## config.mk

```make
export PLATFORM = sky130hd
export DESIGN_NAME = interval_level_aggregator
export DESIGN_NICKNAME = d
export VERILOG_FILES = /design/src/design/ila_pkg.sv /design/src/design/interval_level_aggregator.sv /design/src/design/ila_divider.sv
export VERILOG_INCLUDE_DIRS = /design/src /design/src/design
export SDC_FILE = /design/constraint.sdc
export NUM_CORES = 2
export LEC_CHECK = 0
export ABC_AREA = 1
export BUFFER_PORTS_ARGS = -buffer_cell sky130_fd_sc_hd__buf_2
export CAP_MARGIN = 20
export CORE_ASPECT_RATIO = 1.4
export CORE_UTILIZATION = 64
export DETAILED_ROUTE_END_ITERATION = 7
export PLACE_DENSITY = 0.87
export SLEW_MARGIN = 20
export SYNTH_ARGS = -nofsm -noshare
export SYNTH_HDL_FRONTEND = slang
export SYNTH_SLANG_ARGS = --single-unit
```

## constraint.sdc

```tcl
create_clock -name aclk -period 16.89 [get_ports aclk]
set_input_delay 0.8445 -clock aclk [delete_from_list [all_inputs] [get_ports aclk]]
set_output_delay 0.8445 -clock aclk [all_outputs]
set_load 0.005 [all_outputs]
```

## src/design/assert_macros.svh

```systemverilog
// assert_macros.svh
// Concurrent assertion macros shared by the design; no dependencies.
// Define ASSERT_OFF to compile the checks out.
`ifndef ASSERT_MACROS_SVH
`define ASSERT_MACROS_SVH
`ifndef ASSERT_OFF
`define ASSERT_CLK(label, clk, rstn, prop, msg) \
    label: assert property (@(posedge clk) disable iff (!(rstn)) (prop)) else $error(msg);
`define ASSERT_NEVER(label, clk, rstn, expr, msg) \
    label: assert property (@(posedge clk) disable iff (!(rstn)) !(expr)) else $error(msg);
`else
`define ASSERT_CLK(label, clk, rstn, prop, msg)
`define ASSERT_NEVER(label, clk, rstn, expr, msg)
`endif
`endif

```

## src/design/ila_pkg.sv

```systemverilog
// ila_pkg.sv
// Field widths, fixed constants and shared types of the interval level aggregator.
// No dependencies.
package ila_pkg;

    localparam int TIME_BITS       = 32;
    localparam int SAMPLE_BITS     = 32;
    localparam int LEVEL_BITS      = 24;
    localparam int CODE_PORT_BITS  = 16;
    localparam int CLIP_BITS       = 48;
    localparam int CLIP_SUM_BITS   = 49;
    localparam int DEADLINE_BITS   = 33;
    localparam int SUM_BITS        = 40;
    localparam int CFG_BITS        = 24;
    localparam int PASS_BITS       = CLIP_SUM_BITS;
    localparam int BIT_CNT_BITS    = $clog2(PASS_BITS);

    localparam logic [CFG_BITS-1:0] DEFAULT_INTERVAL = CFG_BITS'(1000);

    typedef struct packed {
        logic busy;
        logic done;
    } div_stat_t;

endpackage

```

## src/design/interval_level_aggregator.sv

```systemverilog
// interval_level_aggregator.sv
// Top level: bit-serial snapshot pass, interval bookkeeping, output register.
// Depends on ila_pkg, ila_divider and assert_macros.svh.
// Each snapshot with samples runs an LSB-first bit-serial pass and a commit: a snapshot that
// closes no interval frees the input after the commit, one with zero samples skips the pass.
// A closing snapshot adds a serial division and a hold state: the point is loaded into the
// output register from the hold state, and the next snapshot is taken only after that load,
// later while the receiver still holds the previous point in the output register.
// aresetn (synchronous, active low) clears run, interval and output; interval set to 1000 ms.
module interval_level_aggregator
    import ila_pkg::*;
#(
    parameter int MAX_OBSERVATIONS = 65535,
    parameter int CODE_BITS        = 16
) (
    input  logic                      aclk,
    input  logic                      aresetn,
    input  logic                      cfg_wr_en,
    input  logic [CFG_BITS-1:0]       cfg_wr_data,
    input  logic                      s_valid,
    output logic                      s_ready,
    input  logic [TIME_BITS-1:0]      s_elapsed_time,
    input  logic [SAMPLE_BITS-1:0]    s_sample_tally,
    input  logic [LEVEL_BITS-1:0]     s_recent_level,
    input  logic [CODE_PORT_BITS-1:0] s_recent_low_code,
    input  logic [CODE_PORT_BITS-1:0] s_recent_high_code,
    input  logic [CLIP_BITS-1:0]      s_clip_low_total,
    input  logic [CLIP_BITS-1:0]      s_clip_high_total,
    output logic                      m_valid,
    input  logic                      m_ready,
    output logic [TIME_BITS-1:0]      m_point_time,
    output logic [LEVEL_BITS-1:0]     m_mean_level,
    output logic [CODE_PORT_BITS-1:0] m_interval_low_code,
    output logic [CODE_PORT_BITS-1:0] m_interval_high_code,
    output logic [CLIP_SUM_BITS-1:0]  m_clip_delta
);

`include "assert_macros.svh"

    localparam int CNT_BITS = $clog2(MAX_OBSERVATIONS + 1);
    localparam logic [CNT_BITS-1:0] CNT_MAX = CNT_BITS'(MAX_OBSERVATIONS);

    localparam logic [2:0] ST_IDLE   = 3'd0;
    localparam logic [2:0] ST_PASS   = 3'd1;
    localparam logic [2:0] ST_COMMIT = 3'd2;
    localparam logic [2:0] ST_DIV    = 3'd3;
    localparam logic [2:0] ST_HOLD   = 3'd4;

    logic [2:0]              state_reg, state_next;
    logic [BIT_CNT_BITS-1:0] bit_cnt_reg;
    logic [CFG_BITS-1:0]     interval_length_reg;

    // interval and run state
    logic                     run_started_reg;
    logic                     extremes_valid_reg;
    logic                     clip_valid_reg;
    logic [SUM_BITS-1:0]      level_sum_reg;
    logic [CNT_BITS-1:0]      observation_count_reg;
    logic [TIME_BITS-1:0]     prev_time_reg;
    logic [DEADLINE_BITS-1:0] deadline_reg;
    logic [CODE_BITS-1:0]     running_low_reg;
    logic [CODE_BITS-1:0]     running_high_reg;
    logic [CLIP_SUM_BITS-1:0] prev_clip_reg;

    // captured transaction
    logic [TIME_BITS-1:0]     time_reg;
    logic [LEVEL_BITS-1:0]    level_reg;
    logic [CODE_BITS-1:0]     lo_in_reg;
    logic [CODE_BITS-1:0]     hi_in_reg;

    // operand shift registers
    logic [TIME_BITS-1:0]     t_sr_reg;
    logic [TIME_BITS-1:0]     prev_sr_reg;
    logic [DEADLINE_BITS-1:0] dl_sr_reg;
    logic [CFG_BITS-1:0]      ivl_sr_reg;
    logic [SUM_BITS-1:0]      sum_sr_reg;
    logic [LEVEL_BITS-1:0]    lvl_sr_reg;
    logic [CLIP_BITS-1:0]     cl_lo_sr_reg;
    logic [CLIP_BITS-1:0]     cl_hi_sr_reg;
    logic [CLIP_SUM_BITS-1:0] pclip_sr_reg;

    // result shift registers
    logic [DEADLINE_BITS-1:0] tiv_res_reg;
    logic [DEADLINE_BITS-1:0] dadv_res_reg;
    logic [SUM_BITS-1:0]      sum_res_reg;
    logic [CLIP_SUM_BITS-1:0] clip_res_reg;
    logic [CLIP_SUM_BITS-1:0] delta_res_reg;

    // serial carries, borrows and compare flags
    logic c_tiv_reg, c_dadv_reg, c_sum_reg, c_clip_reg, bw_delta_reg;
    logic lt_back_reg, lt_dl_reg, lt_d2_reg;

    // pending point
    logic [TIME_BITS-1:0]     pend_time_reg;
    logic [CODE_BITS-1:0]     pend_low_reg;
    logic [CODE_BITS-1:0]     pend_high_reg;
    logic [CLIP_SUM_BITS-1:0] pend_delta_reg;

    // output register
    logic                      m_valid_reg;
    logic [TIME_BITS-1:0]      m_point_time_reg;
    logic [LEVEL_BITS-1:0]     m_mean_level_reg;
    logic [CODE_PORT_BITS-1:0] m_low_reg;
    logic [CODE_PORT_BITS-1:0] m_high_reg;
    logic [CLIP_SUM_BITS-1:0]  m_delta_reg;

    logic                  take, start_pass, in_pass, last_bit, in_commit, load_out;
    logic [CFG_BITS-1:0]   ivl_eff;
    logic                  tb, pb, db, ib, sb, lb, clb, chb, pcb;
    logic                  tiv_bit, d2_bit, sum_bit, clip_bit, delta_bit;

    logic                     back, fresh, emit, cnt_open, ext_keep;
    logic [SUM_BITS-1:0]      sum_sat, sum_upd;
    logic [CNT_BITS-1:0]      cnt_upd;
    logic [CODE_BITS-1:0]     low_upd, high_upd;
    logic [CLIP_SUM_BITS-1:0] delta_upd;
    logic [DEADLINE_BITS-1:0] dl_emit;

    logic                  div_start;
    logic [LEVEL_BITS-1:0] quotient;
    div_stat_t             div_stat;

    assign s_ready    = (state_reg == ST_IDLE);
    assign take       = s_valid && s_ready;
    assign start_pass = take && (s_sample_tally != '0);
    assign in_pass    = (state_reg == ST_PASS);
    assign last_bit   = (bit_cnt_reg == BIT_CNT_BITS'(PASS_BITS - 1));
    assign in_commit  = (state_reg == ST_COMMIT);
    assign load_out   = (state_reg == ST_HOLD) && (!m_valid_reg || m_ready);
    assign ivl_eff    = (interval_length_reg == '0) ? DEFAULT_INTERVAL : interval_length_reg;

    // serial datapath, one bit position per cycle
    assign tb  = t_sr_reg[0];
    assign pb  = prev_sr_reg[0];
    assign db  = dl_sr_reg[0];
    assign ib  = ivl_sr_reg[0];
    assign sb  = sum_sr_reg[0];
    assign lb  = lvl_sr_reg[0];
    assign clb = cl_lo_sr_reg[0];
    assign chb = cl_hi_sr_reg[0];
    assign pcb = pclip_sr_reg[0];

    assign tiv_bit   = tb ^ ib ^ c_tiv_reg;
    assign d2_bit    = db ^ ib ^ c_dadv_reg;
    assign sum_bit   = sb ^ lb ^ c_sum_reg;
    assign clip_bit  = clb ^ chb ^ c_clip_reg;
    assign delta_bit = clip_bit ^ pcb ^ bw_delta_reg;

    // commit decisions
    assign back      = run_started_reg && lt_back_reg;
    assign fresh     = !run_started_reg || back;
    assign emit      = !fresh && !lt_dl_reg;
    assign cnt_open  = (observation_count_reg < CNT_MAX);
    assign sum_sat   = c_sum_reg ? '1 : sum_res_reg;
    assign sum_upd   = back ? SUM_BITS'(level_reg)
                            : (cnt_open ? sum_sat : level_sum_reg);
    assign cnt_upd   = back ? CNT_BITS'(1)
                            : (cnt_open ? observation_count_reg + CNT_BITS'(1)
                                        : observation_count_reg);
    assign ext_keep  = extremes_valid_reg && !back;
    assign low_upd   = (!ext_keep || (lo_in_reg < running_low_reg)) ? lo_in_reg
                                                                    : running_low_reg;
    assign high_upd  = (!ext_keep || (hi_in_reg > running_high_reg)) ? hi_in_reg
                                                                     : running_high_reg;
    assign delta_upd = (clip_valid_reg && !bw_delta_reg) ? delta_res_reg : '0;
    assign dl_emit   = lt_d2_reg ? dadv_res_reg : tiv_res_reg;
    assign div_start = in_commit && emit;

    always_comb begin
        state_next = state_reg;
        unique case (state_reg)
            ST_IDLE: begin
                if (start_pass) begin
                    state_next = ST_PASS;
                end
            end
            ST_PASS: begin
                if (last_bit) begin
                    state_next = ST_COMMIT;
                end
            end
            ST_COMMIT: begin
                state_next = emit ? ST_DIV : ST_IDLE;
            end
            ST_DIV: begin
                if (div_stat.done) begin
                    state_next = ST_HOLD;
                end
            end
            ST_HOLD: begin
                if (load_out) begin
                    state_next = ST_IDLE;
                end
            end
            default: begin
                state_next = ST_IDLE;
            end
        endcase
    end

    always_ff @(posedge aclk) begin
        if (!aresetn) begin
            state_reg             <= ST_IDLE;
            bit_cnt_reg           <= '0;
            interval_length_reg   <= DEFAULT_INTERVAL;
            run_started_reg       <= 1'b0;
            extremes_valid_reg    <= 1'b0;
            clip_valid_reg        <= 1'b0;
            level_sum_reg         <= '0;
            observation_count_reg <= '0;
            m_valid_reg           <= 1'b0;
        end else begin
            state_reg <= state_next;
            if (cfg_wr_en) begin
                interval_length_reg <= cfg_wr_data;
            end
            if (start_pass) begin
                bit_cnt_reg <= '0;
            end else if (in_pass) begin
                bit_cnt_reg <= bit_cnt_reg + BIT_CNT_BITS'(1);
            end
            if (in_commit) begin
                run_started_reg       <= 1'b1;
                extremes_valid_reg    <= !emit;
                level_sum_reg         <= emit ? '0 : sum_upd;
                observation_count_reg <= emit ? '0 : cnt_upd;
                if (emit) begin
                    clip_valid_reg <= 1'b1;
                end else if (back) begin
                    clip_valid_reg <= 1'b0;
                end
            end
            if (load_out) begin
                m_valid_reg <= 1'b1;
            end else if (m_ready) begin
                m_valid_reg <= 1'b0;
            end
        end
    end

    always_ff @(posedge aclk) begin
        if (start_pass) begin
            time_reg     <= s_elapsed_time;
            level_reg    <= s_recent_level;
            lo_in_reg    <= CODE_BITS'(s_recent_low_code);
            hi_in_reg    <= CODE_BITS'(s_recent_high_code);
            t_sr_reg     <= s_elapsed_time;
            prev_sr_reg  <= prev_time_reg;
            dl_sr_reg    <= deadline_reg;
            ivl_sr_reg   <= ivl_eff;
            sum_sr_reg   <= level_sum_reg;
            lvl_sr_reg   <= s_recent_level;
            cl_lo_sr_reg <= s_clip_low_total;
            cl_hi_sr_reg <= s_clip_high_total;
            pclip_sr_reg <= prev_clip_reg;
            c_tiv_reg    <= 1'b0;
            c_dadv_reg   <= 1'b0;
            c_sum_reg    <= 1'b0;
            c_clip_reg   <= 1'b0;
            bw_delta_reg <= 1'b0;
            lt_back_reg  <= 1'b0;
            lt_dl_reg    <= 1'b0;
            lt_d2_reg    <= 1'b0;
        end else if (in_pass) begin
            t_sr_reg     <= {1'b0, t_sr_reg[TIME_BITS-1:1]};
            prev_sr_reg  <= {1'b0, prev_sr_reg[TIME_BITS-1:1]};
            dl_sr_reg    <= {1'b0, dl_sr_reg[DEADLINE_BITS-1:1]};
            ivl_sr_reg   <= {1'b0, ivl_sr_reg[CFG_BITS-1:1]};
            sum_sr_reg   <= {1'b0, sum_sr_reg[SUM_BITS-1:1]};
            lvl_sr_reg   <= {1'b0, lvl_sr_reg[LEVEL_BITS-1:1]};
            cl_lo_sr_reg <= {1'b0, cl_lo_sr_reg[CLIP_BITS-1:1]};
            cl_hi_sr_reg <= {1'b0, cl_hi_sr_reg[CLIP_BITS-1:1]};
            pclip_sr_reg <= {1'b0, pclip_sr_reg[CLIP_SUM_BITS-1:1]};
            c_tiv_reg    <= (tb & ib) | (tb & c_tiv_reg) | (ib & c_tiv_reg);
            c_dadv_reg   <= (db & ib) | (db & c_dadv_reg) | (ib & c_dadv_reg);
            c_clip_reg   <= (clb & chb) | (clb & c_clip_reg) | (chb & c_clip_reg);
            bw_delta_reg <= (!clip_bit & pcb) | (!(clip_bit ^ pcb) & bw_delta_reg);
            lt_back_reg  <= (!tb & pb) | (!(tb ^ pb) & lt_back_reg);
            lt_dl_reg    <= (!tb & db) | (!(tb ^ db) & lt_dl_reg);
            lt_d2_reg    <= (!tb & d2_bit) | (!(tb ^ d2_bit) & lt_d2_reg);
            // hold the sum carry-out once the sum width is done
            if (bit_cnt_reg < BIT_CNT_BITS'(SUM_BITS)) begin
                c_sum_reg   <= (sb & lb) | (sb & c_sum_reg) | (lb & c_sum_reg);
                sum_res_reg <= {sum_bit, sum_res_reg[SUM_BITS-1:1]};
            end
            if (bit_cnt_reg < BIT_CNT_BITS'(DEADLINE_BITS)) begin
                tiv_res_reg  <= {tiv_bit, tiv_res_reg[DEADLINE_BITS-1:1]};
                dadv_res_reg <= {d2_bit, dadv_res_reg[DEADLINE_BITS-1:1]};
            end
            clip_res_reg  <= {clip_bit, clip_res_reg[CLIP_SUM_BITS-1:1]};
            delta_res_reg <= {delta_bit, delta_res_reg[CLIP_SUM_BITS-1:1]};
        end
    end

    always_ff @(posedge aclk) begin
        if (in_commit) begin
            prev_time_reg    <= time_reg;
            running_low_reg  <= low_upd;
            running_high_reg <= high_upd;
            if (fresh) begin
                deadline_reg <= tiv_res_reg;
            end else if (emit) begin
                deadline_reg <= dl_emit;
            end
            if (emit) begin
                prev_clip_reg  <= clip_res_reg;
                pend_time_reg  <= time_reg;
                pend_low_reg   <= low_upd;
                pend_high_reg  <= high_upd;
                pend_delta_reg <= delta_upd;
            end else if (back) begin
                prev_clip_reg <= '0;
            end
        end
        if (load_out) begin
            m_point_time_reg <= pend_time_reg;
            m_mean_level_reg <= quotient;
            m_low_reg        <= CODE_PORT_BITS'(pend_low_reg);
            m_high_reg       <= CODE_PORT_BITS'(pend_high_reg);
            m_delta_reg      <= pend_delta_reg;
        end
    end

    ila_divider #(
        .DIVIDEND_BITS (SUM_BITS),
        .DIVISOR_BITS  (CNT_BITS),
        .QUOT_BITS     (LEVEL_BITS)
    ) u_divider (
        .aclk     (aclk),
        .aresetn  (aresetn),
        .start    (div_start),
        .dividend (sum_upd),
        .divisor  (cnt_upd),
        .quotient (quotient),
        .stat     (div_stat)
    );

    assign m_valid              = m_valid_reg;
    assign m_point_time         = m_point_time_reg;
    assign m_mean_level         = m_mean_level_reg;
    assign m_interval_low_code  = m_low_reg;
    assign m_interval_high_code = m_high_reg;
    assign m_clip_delta         = m_delta_reg;

    `ASSERT_CLK(a_idle_div_quiet, aclk, aresetn, s_ready |-> !div_stat.busy, "divider busy while idle")
    `ASSERT_CLK(a_done_in_div, aclk, aresetn, div_stat.done |-> (state_reg == ST_DIV), "divider done outside division")
    `ASSERT_CLK(a_commit_after_pass, aclk, aresetn, in_commit |-> ($past(state_reg) == ST_PASS), "commit without a pass")
    `ASSERT_NEVER(a_count_bound, aclk, aresetn, observation_count_reg > CNT_MAX, "observation count above limit")

endmodule

```

## src/design/ila_divider.sv

```systemverilog
// ila_divider.sv
// Restoring divider, one quotient bit per cycle; keeps the low quotient bits.
// Depends on ila_pkg for the status type.
module ila_divider
    import ila_pkg::*;
#(
    parameter int DIVIDEND_BITS = 40,
    parameter int DIVISOR_BITS  = 16,
    parameter int QUOT_BITS     = 24
) (
    input  logic                     aclk,
    input  logic                     aresetn,
    input  logic                     start,
    input  logic [DIVIDEND_BITS-1:0] dividend,
    input  logic [DIVISOR_BITS-1:0]  divisor,
    output logic [QUOT_BITS-1:0]     quotient,
    output div_stat_t                stat
);

    localparam int STEP_BITS = $clog2(DIVIDEND_BITS + 1);

    logic [DIVIDEND_BITS-1:0] dvd_reg;
    logic [DIVISOR_BITS-1:0]  dsr_reg;
    logic [DIVISOR_BITS-1:0]  rem_reg;
    logic [QUOT_BITS-1:0]     quot_reg;
    logic [STEP_BITS-1:0]     step_reg;
    logic                     busy_reg;
    logic                     done_reg;

    logic [DIVISOR_BITS:0]    trial;
    logic [DIVISOR_BITS:0]    diff;
    logic                     fits;
    logic [DIVISOR_BITS-1:0]  rem_next;

    assign trial    = {rem_reg, dvd_reg[DIVIDEND_BITS-1]};
    assign diff     = trial - {1'b0, dsr_reg};
    assign fits     = !diff[DIVISOR_BITS];
    assign rem_next = fits ? diff[DIVISOR_BITS-1:0] : trial[DIVISOR_BITS-1:0];

    always_ff @(posedge aclk) begin
        if (!aresetn) begin
            busy_reg <= 1'b0;
            done_reg <= 1'b0;
            step_reg <= '0;
        end else begin
            done_reg <= 1'b0;
            if (start) begin
                busy_reg <= 1'b1;
                step_reg <= STEP_BITS'(DIVIDEND_BITS);
            end else if (busy_reg) begin
                step_reg <= step_reg - STEP_BITS'(1);
                if (step_reg == STEP_BITS'(1)) begin
                    busy_reg <= 1'b0;
                    done_reg <= 1'b1;
                end
            end
        end
    end

    always_ff @(posedge aclk) begin
        if (start) begin
            dvd_reg  <= dividend;
            dsr_reg  <= divisor;
            rem_reg  <= '0;
            quot_reg <= '0;
        end else if (busy_reg) begin
            dvd_reg  <= {dvd_reg[DIVIDEND_BITS-2:0], 1'b0};
            rem_reg  <= rem_next;
            quot_reg <= {quot_reg[QUOT_BITS-2:0], fits};
        end
    end

    assign quotient  = quot_reg;
    assign stat.busy = busy_reg;
    assign stat.done = done_reg;

endmodule

```

==> reports/metrics.cfg <==
[drt]
first_iter_violations=2822
routedWlPerCell_um=18.2
routed_wl_um=98200
ant_nets=0
dr.pass1.iters=6
dr_total_vias=30100
vias_per_cell=5.56
drc=0

[sta]
grt_setup_unrepaired=false
timing.final.crit_share=0.287
finalSetupViolCount=0
final.setup.tns_ns=0
slew_viol_final=0
min_period_ns=4.85
fin_ws_ns=12.04
worst_slew_pin_slew_ns=1.05
hold_violations=0
fmax_ghz=0.206
finClkSkew_ns=0.0366
max_slew_margin=0.303

[setup_path]
reg2reg_depth=10
arrival_ns=5.14
crit_family=buffers and inverters
path_cells=inv_2 > nor3_4 > buf_4 > inv_2 > buf_4 > nor2_8 > buf_4 > nor2_4 > inv_2 > buf_4
r2r-start=state_reg[1]
critPathMaxFanout=68
r2r_slack_ns=12.04
crit_type=reg -> reg
worstReg2RegEnd=u_divider.dvd_reg[6]
worst_setup_path_start_kind=flip-flop
cp_common_cell=buf_4
cp.required_ns=17.18
path_buf_inv=7
crit_slowest_cell=buf_4
max_stage_delay_ns=0.82
cp-end-kind=flip-flop

[finish]
layout_common_cells=nand2_1, edfxtp_1, buf_2
syn2layout_area_growth_pct=13.4
stdcell_area_mm2=0.0540
final_common_cell=nand2_1
post-route-util=0.732
fillers=4400
final_nets=4658
drive_gt1_frac=0.155

[logic_synthesis]
ys_dominant_reg_cell=edfxtp_1
yosys_register_bits=1223
synth.top_cell.area_share=0.677
synth_cells=3989
yosysWarnings=0
synth_edf_count=1074
async_flop_share=0
syn_area_mm2=0.0476
synth_cell_type_count=48
synth.avg_cell_area_um2=11.9
yosys-top-cells-area=edfxtp_1, nand2_1, dfxtp_1, inv_1, nand3_1
syn_nets=4295
synth.largest_area_cell=edfxtp_1
seq_area_frac_synth=0.740

[global_routing]
groute.usage.overall=0.259
grt_pass1_wl_um=153000
antenna_found_initial=6
gr-total-overflow=0
grt_max_degree=228
grt_pass1_vias=29700

[clock_tree]
cts_hold_buf=0
clockBufferDepth=3
clock_sinks=1223
clock_latency_ns=0.69
cts_root_buf=clkbuf_16
post_cts_buffers=0
clkTransAtPathRegs_ns=0.07
cts-resized-gates=0
h-tree-depth=3
cts_made_buffers=106
cts_tree=yes

[power]
p_per_area_mw_per_mm2=179
power_leakage_uw=0.0220
max-vdd-ir-drop_v=0.000371

[run_status]
status=complete, no violations

[die]
ios=384
die-width_um=233
dieArea_mm2=0.0755
core_mm2=0.0738
row_count=118
die_h_um=325
start_util=0.645

[placed_design]
dp_slack_ns=12.02
place_area_mm2=0.0503
place_congestion=0.894
hpwl_um=58200
port-buffer-count=383

[run]
drv_cap=0

[hold_path]
hold_end=hi_in_reg[5]
whs_path_depth=1
hp-start=s_recent_high_code[5]
hold_path_class=in -> reg

## stage by stage
step | total power (uW) | hold slack [ns] | std cells
after CTS | 9670 | 0.288 | 5397
after floorplan | 6610 | 0.400 | 3989
final | 9650 | 0.331 | 5406
after detailed placement | 7120 | 0.405 | 5201
after global routing | 10100 | 0.300 | 5403
after global placement | 6960 | 0.401 | 5201
## cell usage after synthesis (8+ instances only)
cell	n
clkbuf_1	51
nor2_1	218
mux2_2	33
o21ai_0	85
nand4_1	16
buf_2	90
buf_4	8
a21oi_1	131
xor2_1	13
o22ai_1	25
edfxtp_1	1074
inv_1	309
or2_2	25
nor3_1	10
dfxtp_1	149
ha_1	55
nand3_1	165
o21ai_1	29
inv_2	10
nand2_1	1423
## worst max-delay path by stage
| stage | start | to | cells past startpoint |
|---|---|---|---|
| detailed placement | state_reg[1] | u_divider.dvd_reg[13] | 10 |
| global placement | state_reg[1] | u_divider.dvd_reg[13] | 10 |
| global route | state_reg[1] | u_divider.rem_reg[13] | 12 |
| finish | state_reg[1] | u_divider.dvd_reg[6] | 10 |
| floorplan | state_reg[0] | cl_hi_sr_reg[0] | 6 |
| CTS | state_reg[1] | u_divider.quotient[14] | 11 |
## cells by family after synthesis
kind of cell / Yosys count / synth area share
AND/OR/NAND/NOR: 1893 / 0.160
flip-flops: 1223 / 0.740
buffers and inverters: 478 / 0.0413
XOR/XNOR: 16 / 0.00294
adder cells (fa/ha/maj): 61 / 0.0170
AO/OA/AOI/OAI: 285 / 0.0316
multiplexers: 33 / 0.00780
## per-layer routing
layer	vias up	share of wire	track usage	wire, um
li1	14100	-	-	-
met1	14300	0.38	0.323	36900
met2	1415	0.52	0.455	51100
met3	228	0.073	0.0420	7210
met4	4	0.030	0.0942	2930
met5	-	0.00023	0	23
## worst reg2reg max path: cells and delay by family, from the launching register on
kind | cells | cell delay (ns)
simple gates | 3 | 1.13
flops | 1 | 0.45
buf+inv | 7 | 2.83
## cell type report
class,count,area [um2],share of cell area
Antenna cell,6,15.0,0.000278
Clock buffer,124,2800,0.0519
Clock inverter,72,832,0.0154
Inverter,320,1210,0.0224
Multi-Input combinational cell,2288,10500,0.195
Sequential cell,1223,35200,0.652
Tap cell,960,1200,0.0222
Timing Repair Buffer,413,2220,0.0411
## where the power goes
part	switching [uW]	total [uW]	internal (uW)
sequential	332	4920	4590
combinational	1610	2210	594
clock	1110	2520	1410
total	3050	9650	6600
Power figures use the tool's default switching activity.
